File: config.mk
export PLATFORM = sky130hd
export DESIGN_NAME = png_stored_rgb_encoder
export DESIGN_NICKNAME = d
export VERILOG_FILES = /design/src/sv/pse_pkg.sv /design/src/sv/png_stored_rgb_encoder.sv /design/src/sv/pse_byte_queue.sv /design/src/sv/pse_emitter.sv
export VERILOG_INCLUDE_DIRS = /design/src /design/src/sv
export SDC_FILE = /design/constraint.sdc
export NUM_CORES = 2
export LEC_CHECK = 0
export BUFFER_PORTS_ARGS = -buffer_cell sky130_fd_sc_hd__buf_2
export CORE_MARGIN = 3
export CORE_UTILIZATION = 40
export CTS_BUF_LIST = sky130_fd_sc_hd__clkbuf_4
export CTS_CLUSTER_SIZE = 14
export DETAILED_ROUTE_END_ITERATION = 7
export MAX_ROUTING_LAYER = met4
export PLACE_DENSITY = 0.62
export SLEW_MARGIN = 25
export SYNTH_ARGS = -nofsm -noshare
export SYNTH_HDL_FRONTEND = slang
export SYNTH_SLANG_ARGS = --single-unit
File: constraint.sdc
create_clock -name aclk -period 9.15 [get_ports aclk]
set_input_delay 0.915 -clock aclk [delete_from_list [all_inputs] [get_ports aclk]]
set_output_delay 0.915 -clock aclk [all_outputs]
set_load 0.03 [all_outputs]
File: src/sv/png_stored_rgb_encoder_defines.svh
// ----------------------------------------------------------------------------
// Assertion macros for the PNG stored RGB encoder
// ----------------------------------------------------------------------------
`ifndef PNG_STORED_RGB_ENCODER_DEFINES_SVH
`define PNG_STORED_RGB_ENCODER_DEFINES_SVH

// same-cycle implication, checked outside reset
`define PSE_ASSERT_NOW(lbl, clk, rstn, ante, cons, msg) \
    lbl: assert property (@(posedge clk) disable iff (!rstn) (ante) |-> (cons)) else $error(msg);

// next-cycle implication, checked outside reset
`define PSE_ASSERT_NEXT(lbl, clk, rstn, ante, cons, msg) \
    lbl: assert property (@(posedge clk) disable iff (!rstn) (ante) |=> (cons)) else $error(msg);

`endif

File: src/sv/pse_pkg.sv
// ----------------------------------------------------------------------------
// pse_pkg
// Shared types, constants and functions of the PNG stored RGB encoder.
// ----------------------------------------------------------------------------
package pse_pkg;

    localparam int QUEUE_DEPTH = 4;
    localparam int CFG_IDX_W   = 1;
    localparam int CFG_DATA_W  = 16;

    localparam logic [CFG_IDX_W-1:0] CFG_WIDTH  = 1'b0;
    localparam logic [CFG_IDX_W-1:0] CFG_HEIGHT = 1'b1;

    localparam logic [31:0] CRC_POLY  = 32'hEDB88320;
    localparam logic [31:0] ALL_ONES  = 32'hFFFFFFFF;
    localparam logic [16:0] ADLER_MOD = 17'd65521;
    localparam logic [15:0] BLOCK_MAX = 16'hFFFF;

    typedef enum logic [2:0] {
        ST_IDLE,
        ST_HEAD,
        ST_RAW,
        ST_BLK,
        ST_TRAIL
    } emit_state_t;

    typedef struct packed {
        logic       valid;
        logic [7:0] data;
    } q_out_t;

    function automatic logic [31:0] crc_byte(input logic [31:0] crc, input logic [7:0] b);
        logic [31:0] c;
        c = crc ^ {24'd0, b};
        for (int k = 0; k < 8; k++) begin
            c = c[0] ? (CRC_POLY ^ (c >> 1)) : (c >> 1);
        end
        return c;
    endfunction

    function automatic logic [15:0] adler_add(input logic [15:0] a, input logic [15:0] b);
        logic [16:0] s;
        s = {1'b0, a} + {1'b0, b};
        if (s >= ADLER_MOD) begin
            s = s - ADLER_MOD;
        end
        return s[15:0];
    endfunction

endpackage

File: src/sv/png_stored_rgb_encoder.sv
// ----------------------------------------------------------------------------
// png_stored_rgb_encoder
// Turns raster-order RGB bytes into a complete PNG file with stored blocks.
// ----------------------------------------------------------------------------
// Feed pixel bytes R,G,B per pixel, rows top to bottom, on s_pixel_byte with
// s_valid/s_ready. The PNG file comes out one byte per request on m_out_byte
// with m_valid/m_ready; m_last marks the final byte of the IEND CRC.
// Set image_width (index 0) and image_height (index 1) through cfg_wr_en,
// cfg_index and cfg_wdata while the block is idle; a zero is taken as one.
// The first pixel byte of an image starts 43 header bytes; after them come
// the block header, the row's filter byte and then the pixel byte itself.
// Every pixel byte passes through the queue and the output register.
// Throughput is one output byte per cycle while the receiver takes them and
// pixel bytes are queued: a pixel byte is taken per output byte except for
// each row's filter byte, five block header bytes per 65535 data bytes, the
// header and 20-byte trailer, as the emitter puts out one byte per cycle. A
// small input queue lets the source keep sending while the receiver stalls; a stalled
// receiver holds the output byte and, once the queue fills, s_ready drops.
// Reset returns to idle, clears the queue and sets both sizes to one.
// ----------------------------------------------------------------------------
module png_stored_rgb_encoder
    import pse_pkg::*;
#(
    parameter int QDEPTH = QUEUE_DEPTH
) (
    input  logic                  aclk,
    input  logic                  aresetn,
    input  logic                  cfg_wr_en,
    input  logic [CFG_IDX_W-1:0]  cfg_index,
    input  logic [CFG_DATA_W-1:0] cfg_wdata,
    input  logic                  s_valid,
    output logic                  s_ready,
    input  logic [7:0]            s_pixel_byte,
    output logic                  m_valid,
    input  logic                  m_ready,
    output logic [7:0]            m_out_byte,
    output logic                  m_last
);

    logic [15:0] width_reg, height_reg;
    q_out_t      q;
    logic        pop;

    always_ff @(posedge aclk) begin
        if (!aresetn) begin
            width_reg  <= 16'd1;
            height_reg <= 16'd1;
        end else if (cfg_wr_en) begin
            case (cfg_index)
                CFG_WIDTH:  width_reg  <= cfg_wdata;
                CFG_HEIGHT: height_reg <= cfg_wdata;
                default:    width_reg  <= width_reg;
            endcase
        end
    end

    pse_byte_queue #(
        .DEPTH (QDEPTH)
    ) u_queue (
        .aclk    (aclk),
        .aresetn (aresetn),
        .s_valid (s_valid),
        .s_ready (s_ready),
        .s_data  (s_pixel_byte),
        .q       (q),
        .pop     (pop)
    );

    pse_emitter u_emitter (
        .aclk       (aclk),
        .aresetn    (aresetn),
        .cfg_width  (width_reg),
        .cfg_height (height_reg),
        .q          (q),
        .pop        (pop),
        .m_valid    (m_valid),
        .m_ready    (m_ready),
        .m_out_byte (m_out_byte),
        .m_last     (m_last)
    );

endmodule

File: src/sv/pse_byte_queue.sv
// ----------------------------------------------------------------------------
// pse_byte_queue
// Front end: takes pixel byte requests and holds them for the emitter.
// ----------------------------------------------------------------------------
module pse_byte_queue
    import pse_pkg::*;
#(
    parameter int DEPTH = QUEUE_DEPTH
) (
    input  logic       aclk,
    input  logic       aresetn,
    input  logic       s_valid,
    output logic       s_ready,
    input  logic [7:0] s_data,
    output q_out_t     q,
    input  logic       pop
);

    localparam int PTR_W = (DEPTH > 1) ? $clog2(DEPTH) : 1;
    localparam int CNT_W = $clog2(DEPTH + 1);
    localparam logic [PTR_W-1:0] PTR_LAST = PTR_W'(DEPTH - 1);
    localparam logic [CNT_W-1:0] CNT_FULL = CNT_W'(DEPTH);

    logic [7:0]       mem [DEPTH];
    logic [PTR_W-1:0] wr_ptr_reg, wr_ptr_next;
    logic [PTR_W-1:0] rd_ptr_reg, rd_ptr_next;
    logic [CNT_W-1:0] cnt_reg, cnt_next;
    logic             push;

    assign s_ready = (cnt_reg != CNT_FULL);
    assign push    = s_valid && s_ready;
    assign q.valid = (cnt_reg != '0);
    assign q.data  = mem[rd_ptr_reg];

    always_comb begin
        wr_ptr_next = wr_ptr_reg;
        rd_ptr_next = rd_ptr_reg;
        cnt_next    = cnt_reg;
        if (push) begin
            wr_ptr_next = (wr_ptr_reg == PTR_LAST) ? '0 : wr_ptr_reg + 1'b1;
        end
        if (pop) begin
            rd_ptr_next = (rd_ptr_reg == PTR_LAST) ? '0 : rd_ptr_reg + 1'b1;
        end
        if (push && !pop) begin
            cnt_next = cnt_reg + 1'b1;
        end else if (pop && !push) begin
            cnt_next = cnt_reg - 1'b1;
        end
    end

    always_ff @(posedge aclk) begin
        if (!aresetn) begin
            wr_ptr_reg <= '0;
            rd_ptr_reg <= '0;
            cnt_reg    <= '0;
        end else begin
            wr_ptr_reg <= wr_ptr_next;
            rd_ptr_reg <= rd_ptr_next;
            cnt_reg    <= cnt_next;
        end
    end

    always_ff @(posedge aclk) begin
        if (push) begin
            mem[wr_ptr_reg] <= s_data;
        end
    end

endmodule

File: src/sv/pse_emitter.sv
// ----------------------------------------------------------------------------
// pse_emitter
// Back end: sequences the PNG stream, wraps queued pixel bytes in stored
// deflate blocks and keeps the CRC and Adler sums.
// ----------------------------------------------------------------------------
`include "png_stored_rgb_encoder_defines.svh"

module pse_emitter
    import pse_pkg::*;
(
    input  logic        aclk,
    input  logic        aresetn,
    input  logic [15:0] cfg_width,
    input  logic [15:0] cfg_height,
    input  q_out_t      q,
    output logic        pop,
    output logic        m_valid,
    input  logic        m_ready,
    output logic [7:0]  m_out_byte,
    output logic        m_last
);

    emit_state_t state_reg, state_next;
    logic [5:0]  step_reg, step_next;
    logic [31:0] crc_reg;
    logic [15:0] adl_lo_reg, adl_hi_reg;
    logic [33:0] pos_reg;
    logic [17:0] row_reg;
    logic [15:0] blk_left_reg;
    logic [15:0] blen_reg;
    logic        filt_pend_reg;
    logic [15:0] use_w_reg, use_h_reg;
    logic [17:0] three_w_reg;
    logic [33:0] raw_total_reg;
    logic [18:0] blocks_reg;
    logic [31:0] idat_len_reg;
    logic        out_valid_reg;
    logic [7:0]  out_byte_reg;
    logic        out_last_reg;

    logic        adv, emit, fire, crc_upd, crc_init, raw_byte, pixel, pop_c, emit_last;
    logic [7:0]  emit_byte;
    logic [33:0] remain;
    logic        fits;
    logic [15:0] blen_now;
    logic [31:0] crc_x;
    logic        last_pix, start;
    logic [15:0] adl_lo_new;

    logic [34:0] y;
    logic [18:0] hi;
    logic [19:0] s;
    logic [16:0] t;

    assign adv      = !out_valid_reg || m_ready;
    assign remain   = raw_total_reg - pos_reg;
    assign fits     = (remain <= {18'd0, BLOCK_MAX});
    assign blen_now = fits ? remain[15:0] : BLOCK_MAX;
    assign crc_x    = ~crc_reg;
    assign last_pix = ((pos_reg + 34'd1) == raw_total_reg);
    assign start    = (state_reg == ST_IDLE) && q.valid;
    assign fire     = emit && adv;
    assign pop      = pop_c && adv;

    // output decode
    always_comb begin
        emit      = 1'b0;
        emit_byte = 8'h00;
        emit_last = 1'b0;
        crc_upd   = 1'b0;
        crc_init  = 1'b0;
        raw_byte  = 1'b0;
        pixel     = 1'b0;
        pop_c     = 1'b0;
        case (state_reg)
            ST_HEAD: begin
                emit = 1'b1;
                case (step_reg)
                    6'd0:  emit_byte = 8'h89;
                    6'd1:  emit_byte = 8'h50;
                    6'd2:  emit_byte = 8'h4E;
                    6'd3:  emit_byte = 8'h47;
                    6'd4:  emit_byte = 8'h0D;
                    6'd5:  emit_byte = 8'h0A;
                    6'd6:  emit_byte = 8'h1A;
                    6'd7:  emit_byte = 8'h0A;
                    6'd11: emit_byte = 8'd13;
                    6'd12: emit_byte = 8'h49;
                    6'd13: emit_byte = 8'h48;
                    6'd14: emit_byte = 8'h44;
                    6'd15: emit_byte = 8'h52;
                    6'd18: emit_byte = use_w_reg[15:8];
                    6'd19: emit_byte = use_w_reg[7:0];
                    6'd22: emit_byte = use_h_reg[15:8];
                    6'd23: emit_byte = use_h_reg[7:0];
                    6'd24: emit_byte = 8'd8;
                    6'd25: emit_byte = 8'd2;
                    6'd29: emit_byte = crc_x[31:24];
                    6'd30: emit_byte = crc_x[23:16];
                    6'd31: emit_byte = crc_x[15:8];
                    6'd32: emit_byte = crc_x[7:0];
                    6'd33: emit_byte = idat_len_reg[31:24];
                    6'd34: emit_byte = idat_len_reg[23:16];
                    6'd35: emit_byte = idat_len_reg[15:8];
                    6'd36: emit_byte = idat_len_reg[7:0];
                    6'd37: emit_byte = 8'h49;
                    6'd38: emit_byte = 8'h44;
                    6'd39: emit_byte = 8'h41;
                    6'd40: emit_byte = 8'h54;
                    6'd41: emit_byte = 8'h78;
                    6'd42: emit_byte = 8'h01;
                    default: emit_byte = 8'h00;
                endcase
                crc_upd  = ((step_reg >= 6'd12) && (step_reg <= 6'd28)) || (step_reg >= 6'd37);
                crc_init = (step_reg == 6'd12) || (step_reg == 6'd37);
            end
            ST_RAW: begin
                // hold block header and filter byte until their pixel request is queued
                if (q.valid) begin
                    if (blk_left_reg == '0) begin
                        emit      = 1'b1;
                        emit_byte = {7'd0, fits};
                        crc_upd   = 1'b1;
                    end else if (filt_pend_reg) begin
                        emit     = 1'b1;
                        crc_upd  = 1'b1;
                        raw_byte = 1'b1;
                    end else begin
                        emit      = 1'b1;
                        emit_byte = q.data;
                        crc_upd   = 1'b1;
                        raw_byte  = 1'b1;
                        pixel     = 1'b1;
                        pop_c     = 1'b1;
                    end
                end
            end
            ST_BLK: begin
                emit    = 1'b1;
                crc_upd = 1'b1;
                case (step_reg[2:0])
                    3'd1:    emit_byte = blen_reg[7:0];
                    3'd2:    emit_byte = blen_reg[15:8];
                    3'd3:    emit_byte = ~blen_reg[7:0];
                    default: emit_byte = ~blen_reg[15:8];
                endcase
            end
            ST_TRAIL: begin
                emit = 1'b1;
                case (step_reg)
                    6'd0:  emit_byte = adl_hi_reg[15:8];
                    6'd1:  emit_byte = adl_hi_reg[7:0];
                    6'd2:  emit_byte = adl_lo_reg[15:8];
                    6'd3:  emit_byte = adl_lo_reg[7:0];
                    6'd4:  emit_byte = crc_x[31:24];
                    6'd5:  emit_byte = crc_x[23:16];
                    6'd6:  emit_byte = crc_x[15:8];
                    6'd7:  emit_byte = crc_x[7:0];
                    6'd12: emit_byte = 8'h49;
                    6'd13: emit_byte = 8'h45;
                    6'd14: emit_byte = 8'h4E;
                    6'd15: emit_byte = 8'h44;
                    6'd16: emit_byte = crc_x[31:24];
                    6'd17: emit_byte = crc_x[23:16];
                    6'd18: emit_byte = crc_x[15:8];
                    6'd19: emit_byte = crc_x[7:0];
                    default: emit_byte = 8'h00;
                endcase
                crc_upd   = (step_reg <= 6'd3) || ((step_reg >= 6'd12) && (step_reg <= 6'd15));
                crc_init  = (step_reg == 6'd12);
                emit_last = (step_reg == 6'd19);
            end
            default: begin
                emit = 1'b0;
            end
        endcase
    end

    // next state
    always_comb begin
        state_next = state_reg;
        step_next  = step_reg;
        case (state_reg)
            ST_IDLE: begin
                if (q.valid) begin
                    state_next = ST_HEAD;
                    step_next  = '0;
                end
            end
            ST_HEAD: begin
                if (adv) begin
                    step_next = step_reg + 6'd1;
                    if (step_reg == 6'd42) begin
                        state_next = ST_RAW;
                    end
                end
            end
            ST_RAW: begin
                if (adv) begin
                    if ((blk_left_reg == '0) && q.valid) begin
                        state_next = ST_BLK;
                        step_next  = 6'd1;
                    end else if (pixel && last_pix) begin
                        state_next = ST_TRAIL;
                        step_next  = '0;
                    end
                end
            end
            ST_BLK: begin
                if (adv) begin
                    step_next = step_reg + 6'd1;
                    if (step_reg == 6'd4) begin
                        state_next = ST_RAW;
                    end
                end
            end
            ST_TRAIL: begin
                if (adv) begin
                    step_next = step_reg + 6'd1;
                    if (step_reg == 6'd19) begin
                        state_next = ST_IDLE;
                    end
                end
            end
            default: begin
                state_next = ST_IDLE;
            end
        endcase
    end

    always_ff @(posedge aclk) begin
        if (!aresetn) begin
            state_reg     <= ST_IDLE;
            step_reg      <= '0;
            out_valid_reg <= 1'b0;
            use_w_reg     <= 16'd1;
            use_h_reg     <= 16'd1;
        end else begin
            state_reg <= state_next;
            step_reg  <= step_next;
            if (adv) begin
                out_valid_reg <= emit;
            end
            if (start) begin
                use_w_reg <= (cfg_width == '0) ? 16'd1 : cfg_width;
                use_h_reg <= (cfg_height == '0) ? 16'd1 : cfg_height;
            end
        end
    end

    // size figures are registered in turn: three_w, raw_total, blocks, idat_len
    always_comb begin
        y  = {1'b0, raw_total_reg} + 35'd65534;
        hi = y[34:16];
        s  = {1'b0, hi} + {4'd0, y[15:0]};
        t  = {13'd0, s[19:16]} + {1'b0, s[15:0]};
    end

    always_ff @(posedge aclk) begin
        three_w_reg   <= {1'b0, use_w_reg, 1'b0} + {2'b0, use_w_reg};
        raw_total_reg <= use_h_reg * (three_w_reg + 18'd1);
        blocks_reg    <= hi + {15'd0, s[19:16]} + {18'd0, (t >= 17'd65535)};
        idat_len_reg  <= 32'(raw_total_reg + 34'd6 + {13'd0, blocks_reg, 2'b0}
                         + {15'd0, blocks_reg});
    end

    assign adl_lo_new = adler_add(adl_lo_reg, {8'd0, emit_byte});

    always_ff @(posedge aclk) begin
        if (start) begin
            adl_lo_reg    <= 16'd1;
            adl_hi_reg    <= '0;
            pos_reg       <= '0;
            row_reg       <= '0;
            blk_left_reg  <= '0;
            filt_pend_reg <= 1'b1;
        end
        if (fire && crc_upd) begin
            crc_reg <= crc_byte(crc_init ? ALL_ONES : crc_reg, emit_byte);
        end
        if (fire && raw_byte) begin
            adl_lo_reg   <= adl_lo_new;
            adl_hi_reg   <= adler_add(adl_hi_reg, adl_lo_new);
            pos_reg      <= pos_reg + 34'd1;
            blk_left_reg <= blk_left_reg - 16'd1;
            if (pixel) begin
                if ((row_reg + 18'd1) == three_w_reg) begin
                    row_reg       <= '0;
                    filt_pend_reg <= 1'b1;
                end else begin
                    row_reg <= row_reg + 18'd1;
                end
            end else begin
                filt_pend_reg <= 1'b0;
            end
        end
        // latch the block length on the BFINAL byte, arm the count after NLEN
        if (fire && (state_reg == ST_RAW) && (blk_left_reg == '0)) begin
            blen_reg <= blen_now;
        end
        if (fire && (state_reg == ST_BLK) && (step_reg == 6'd4)) begin
            blk_left_reg <= blen_reg;
        end
        if (fire) begin
            out_byte_reg <= emit_byte;
            out_last_reg <= emit_last;
        end
    end

    assign m_valid    = out_valid_reg;
    assign m_out_byte = out_byte_reg;
    assign m_last     = out_last_reg;

    `PSE_ASSERT_NOW(pop_only_raw, aclk, aresetn, pop, state_reg == ST_RAW, "pop outside data")
    `PSE_ASSERT_NOW(blocks_drained, aclk, aresetn, state_reg == ST_TRAIL, blk_left_reg == '0, "block not drained at trailer")
    `PSE_ASSERT_NOW(row_in_range, aclk, aresetn, state_reg == ST_RAW, row_reg < three_w_reg, "row count overran")
    `PSE_ASSERT_NEXT(last_ends_image, aclk, aresetn, fire && emit_last, state_reg == ST_IDLE, "last byte without return to idle")

endmodule

==> results.md <==
- Synth cell types: 100
- FP Rows: 108
- Global-route wire length before repair: 165 mm
- Syn_area_per_cell: 8.80 um^2
- # setup viols final: 0
- CTS tree: yes
- Power per Cell Area: 244 nW/um^2
- Clock Pin Slew Worst Setup and Hold Paths: 0.07 ns
- Share of post-route cells with drive strength above 1: 15.6%
- DR vias: 30300
- Routing usage on met3: 3.07%
- Die Ht: 304 um
- Slowest stage delay, CP: 0.55 ns
- Worst Setup End Kind: register
- Post-synth EDFFs: 171
- Multi-input gate area: 24500 um^2
- Sw Share: 43.7%
- Fin crit share: 95.5%
- Largest net degree at the start of global routing: 68
- H-Tree Depth: 3
- CP Launch Type: register
- Fin Clk Skew: 0.130 ns
- Setup Crit Path Kind: reg2reg
- Most numerous cell on the critical path: a21oi_2
- Clock sinks: 376
- Worst EP required: 9.93 ns
- Critical-path top delay cell: or4b_4
- Antenna-violating nets left: 0
- Post-detail-place hpwl: 82.0 mm
- Synthesis-to-layout area growth: 15.0%
- Finished Cell Area: 40800 um^2
- Critical path arrival: 9.52 ns
- Max Buffers Root-to-Sink: 3
- Hold Crit Class: in2reg
- Die area: 92300 um^2
- Min Tclk post-route: 8.74 ns
- Gr busiest metal: met2
- Wire per inst: 18.7 um
- Final-report hold violation count: 0
- TritonRoute pass-1 iters: 6
- Cells after Synth: 4028
- Final Max Slew Viols: 0
- Seq. cell area: 9240 um^2
- Vias per std cell: 5.43
- Most common cell after layout, fill and taps aside: nand2_1
- Post-CTS Hold Buffers: 0
- Starting Density: 40.6%
- Die Wd: 304 um
- Total of warnings raised by yosys: 0
- Mapped Area: 35500 um^2
- Peak supply drop: 0.208 mV
- Post-DP Area: 38900 um^2
- Asr flop ratio synth: 0%
- Slew @ Worst Pin: 1.12 ns
- Vias in the first global route: 29900
- Leak Pwr: 0.0178 uW
- RePlAce Congestion: 0.964
- Max-cap viol count: 0
- DR DRC count: 0
- TritonCTS Buffers: 104
- Relative slew slack: 25.5%
- M1 GR Usage: 29.9%
- Total gr overflow: 0
- Worst skew pair latency: 0.92 ns
- Max Clk Rate: 114 MHz
- Met2 Use GR: 36.2%
- Final WL: 104 mm
- Net count, final: 4904
- Clk root buf: clkbuf_4
- Iter 0 DRT Violations: 2057
- Antenna violations before repair: 2
- PortBufs: 40
- Critical path peak fanout: 5
- Seq/Total Area, Yosys: 26.0%
- Most frequent cells in the layout: 545 x nand2_1, 404 x inv_1, 326 x buf_4, 278 x nor2_1, 268 x ha_1
- IO Count: 41
- #FFs+latches synth: 376
- Ys flop type: dfxtp_1
- Switching pwr: 4350 uW
- Outcome: complete, no violations
- WHS: 0.265 ns
- Core area: 87300 um^2
- Fillers: 8616
- Seq pwr share: 25.4%
- Clock power frac: 16.2%
- GRT Util Overall: 22.8%
- Gate power share: 58.4%
- P_int: 5610 uW
[repair_timing]
action	CTS	global route
gates cloned	0	1
gates resized for setup	9	78
pin swaps	3	35
buffers inserted	0	13
setup endpoints to repair	18	27
[cell families (layout without fill, tap and decap cells)]
| logic type | count (synthesis) | in the layout | synth area share (%) |
|---|---|---|---|
| simple gates | 1401 | 1401 | 18.9 |
| compound gates | 753 | 753 | 13.8 |
| buf+inv | 572 | 974 | 6.13 |
| fa+ha+maj | 531 | 531 | 24.3 |
| flops | 376 | 376 | 26.0 |
| xor+xnor | 373 | 373 | 9.98 |
| mux | 21 | 21 | 0.875 |
| other cells | 1 | 5 | 0.0106 |
[synth_stat cells, types with 14 or more instances]
| cell | number | area [um^2] |
|---|---|---|
| nand2_1 | 547 | 2050 |
| inv_1 | 406 | 1520 |
| nor2_1 | 280 | 1050 |
| ha_1 | 269 | 3370 |
| fa_1 | 262 | 5250 |
| a21oi_1 | 240 | 1200 |
| xnor2_1 | 237 | 2080 |
| dfxtp_1 | 205 | 4100 |
| edfxtp_1 | 171 | 5130 |
| o21ai_0 | 152 | 761 |
| clkbuf_1 | 137 | 514 |
| xor2_1 | 117 | 1020 |
| and2_1 | 115 | 719 |
| nand3_1 | 82 | 410 |
| nor3_1 | 65 | 325 |
| nand2b_1 | 53 | 332 |
| nor2b_1 | 46 | 288 |
| a21o_1 | 39 | 293 |
| nor4_1 | 34 | 213 |
| nand4_1 | 33 | 206 |
| and3_1 | 32 | 200 |
| o22ai_1 | 31 | 194 |
| o21bai_1 | 28 | 210 |
| or3_1 | 25 | 156 |
| a31oi_1 | 24 | 150 |
| o211ai_1 | 21 | 158 |
| o21a_1 | 21 | 158 |
| o31ai_1 | 20 | 150 |
| a211oi_1 | 17 | 128 |
| a221oi_1 | 17 | 149 |
| a22oi_1 | 17 | 128 |
| xnor3_1 | 17 | 383 |
| buf_2 | 15 | 75.1 |
| nor3b_1 | 14 | 105 |
| or2_2 | 14 | 87.6 |
[final cells by class]
cell class | instances | share of cell area, %
Tap cell | 1155 | 3.54
Sequential cell | 376 | 22.7
Clock buffer | 152 | 2.80
Inverter | 410 | 3.77
Clock inverter | 42 | 0.614
Timing Repair Buffer | 370 | 6.61
Multi-Input combinational cell | 3081 | 60.0
Antenna cell | 3 | 0.0184
[critical path, delay by kind of cell, from the launching register on]
| family | cells | cell delay, ns |
|---|---|---|
| buffers and inverters | 5 | 0.74 |
| flip-flops | 1 | 0.39 |
| adder cells (fa/ha/maj) | 5 | 1.07 |
| AO/OA/AOI/OAI | 24 | 3.94 |
| AND/OR/NAND/NOR | 8 | 2.30 |
| XOR/XNOR | 1 | 0.26 |
[layer usage]
layer | share of wire [%] | wire [um]
met2 | 47 | 48500
met4 | 3.6 | 3710
met5 | 0 | 0
met1 | 44 | 46000
met3 | 5.9 | 6140
[power by group through the flow]
stage | registers, uW | clock network [uW] | logic [uW]
3_3_place_gp | 2560 | 0 | 5410
4_1_cts | 2530 | 1660 | 5500
6_report | 2530 | 1610 | 5810
5_1_grt | 2560 | 1740 | 6360
2_1_floorplan | 2480 | 0 | 3460
3_5_place_dp | 2560 | 0 | 5440
[worst paths after layout]
check / from / to / slack (ns) / depth (start not counted)
worst max-delay path: u_emitter.pos_reg[0] / u_emitter.adl_hi_reg[9] / 0.41 / 43
worst min register to register: height_reg[14] / u_emitter.use_h_reg[14] / 0.44 / 2
worst max register to register: u_emitter.pos_reg[0] / u_emitter.adl_hi_reg[9] / 0.41 / 43
worst min-delay path: s_pixel_byte[5] / u_queue.mem[3][5] / 0.27 / 1
[per-stage QoR]
| stage | TNS (ns) | std cells | total power, uW | setup WS, ns | utilization (%) |
|---|---|---|---|---|---|
| after floorplan | 0 | 4029 | 5950 | 0.246 | - |
| after global placement | -0.958 | 5378 | 7970 | -0.152 | 44.6 |
| after detailed placement | -3.19 | 5378 | 8000 | -0.271 | 44.6 |
| after CTS | 0 | 5572 | 9690 | 0.000948 | 46.2 |
| after global routing | -1.14 | 5587 | 10700 | -0.139 | 46.7 |
| final | 0 | 5589 | 9960 | 0.410 | 46.7 |
Power figures use the tool's default switching activity.
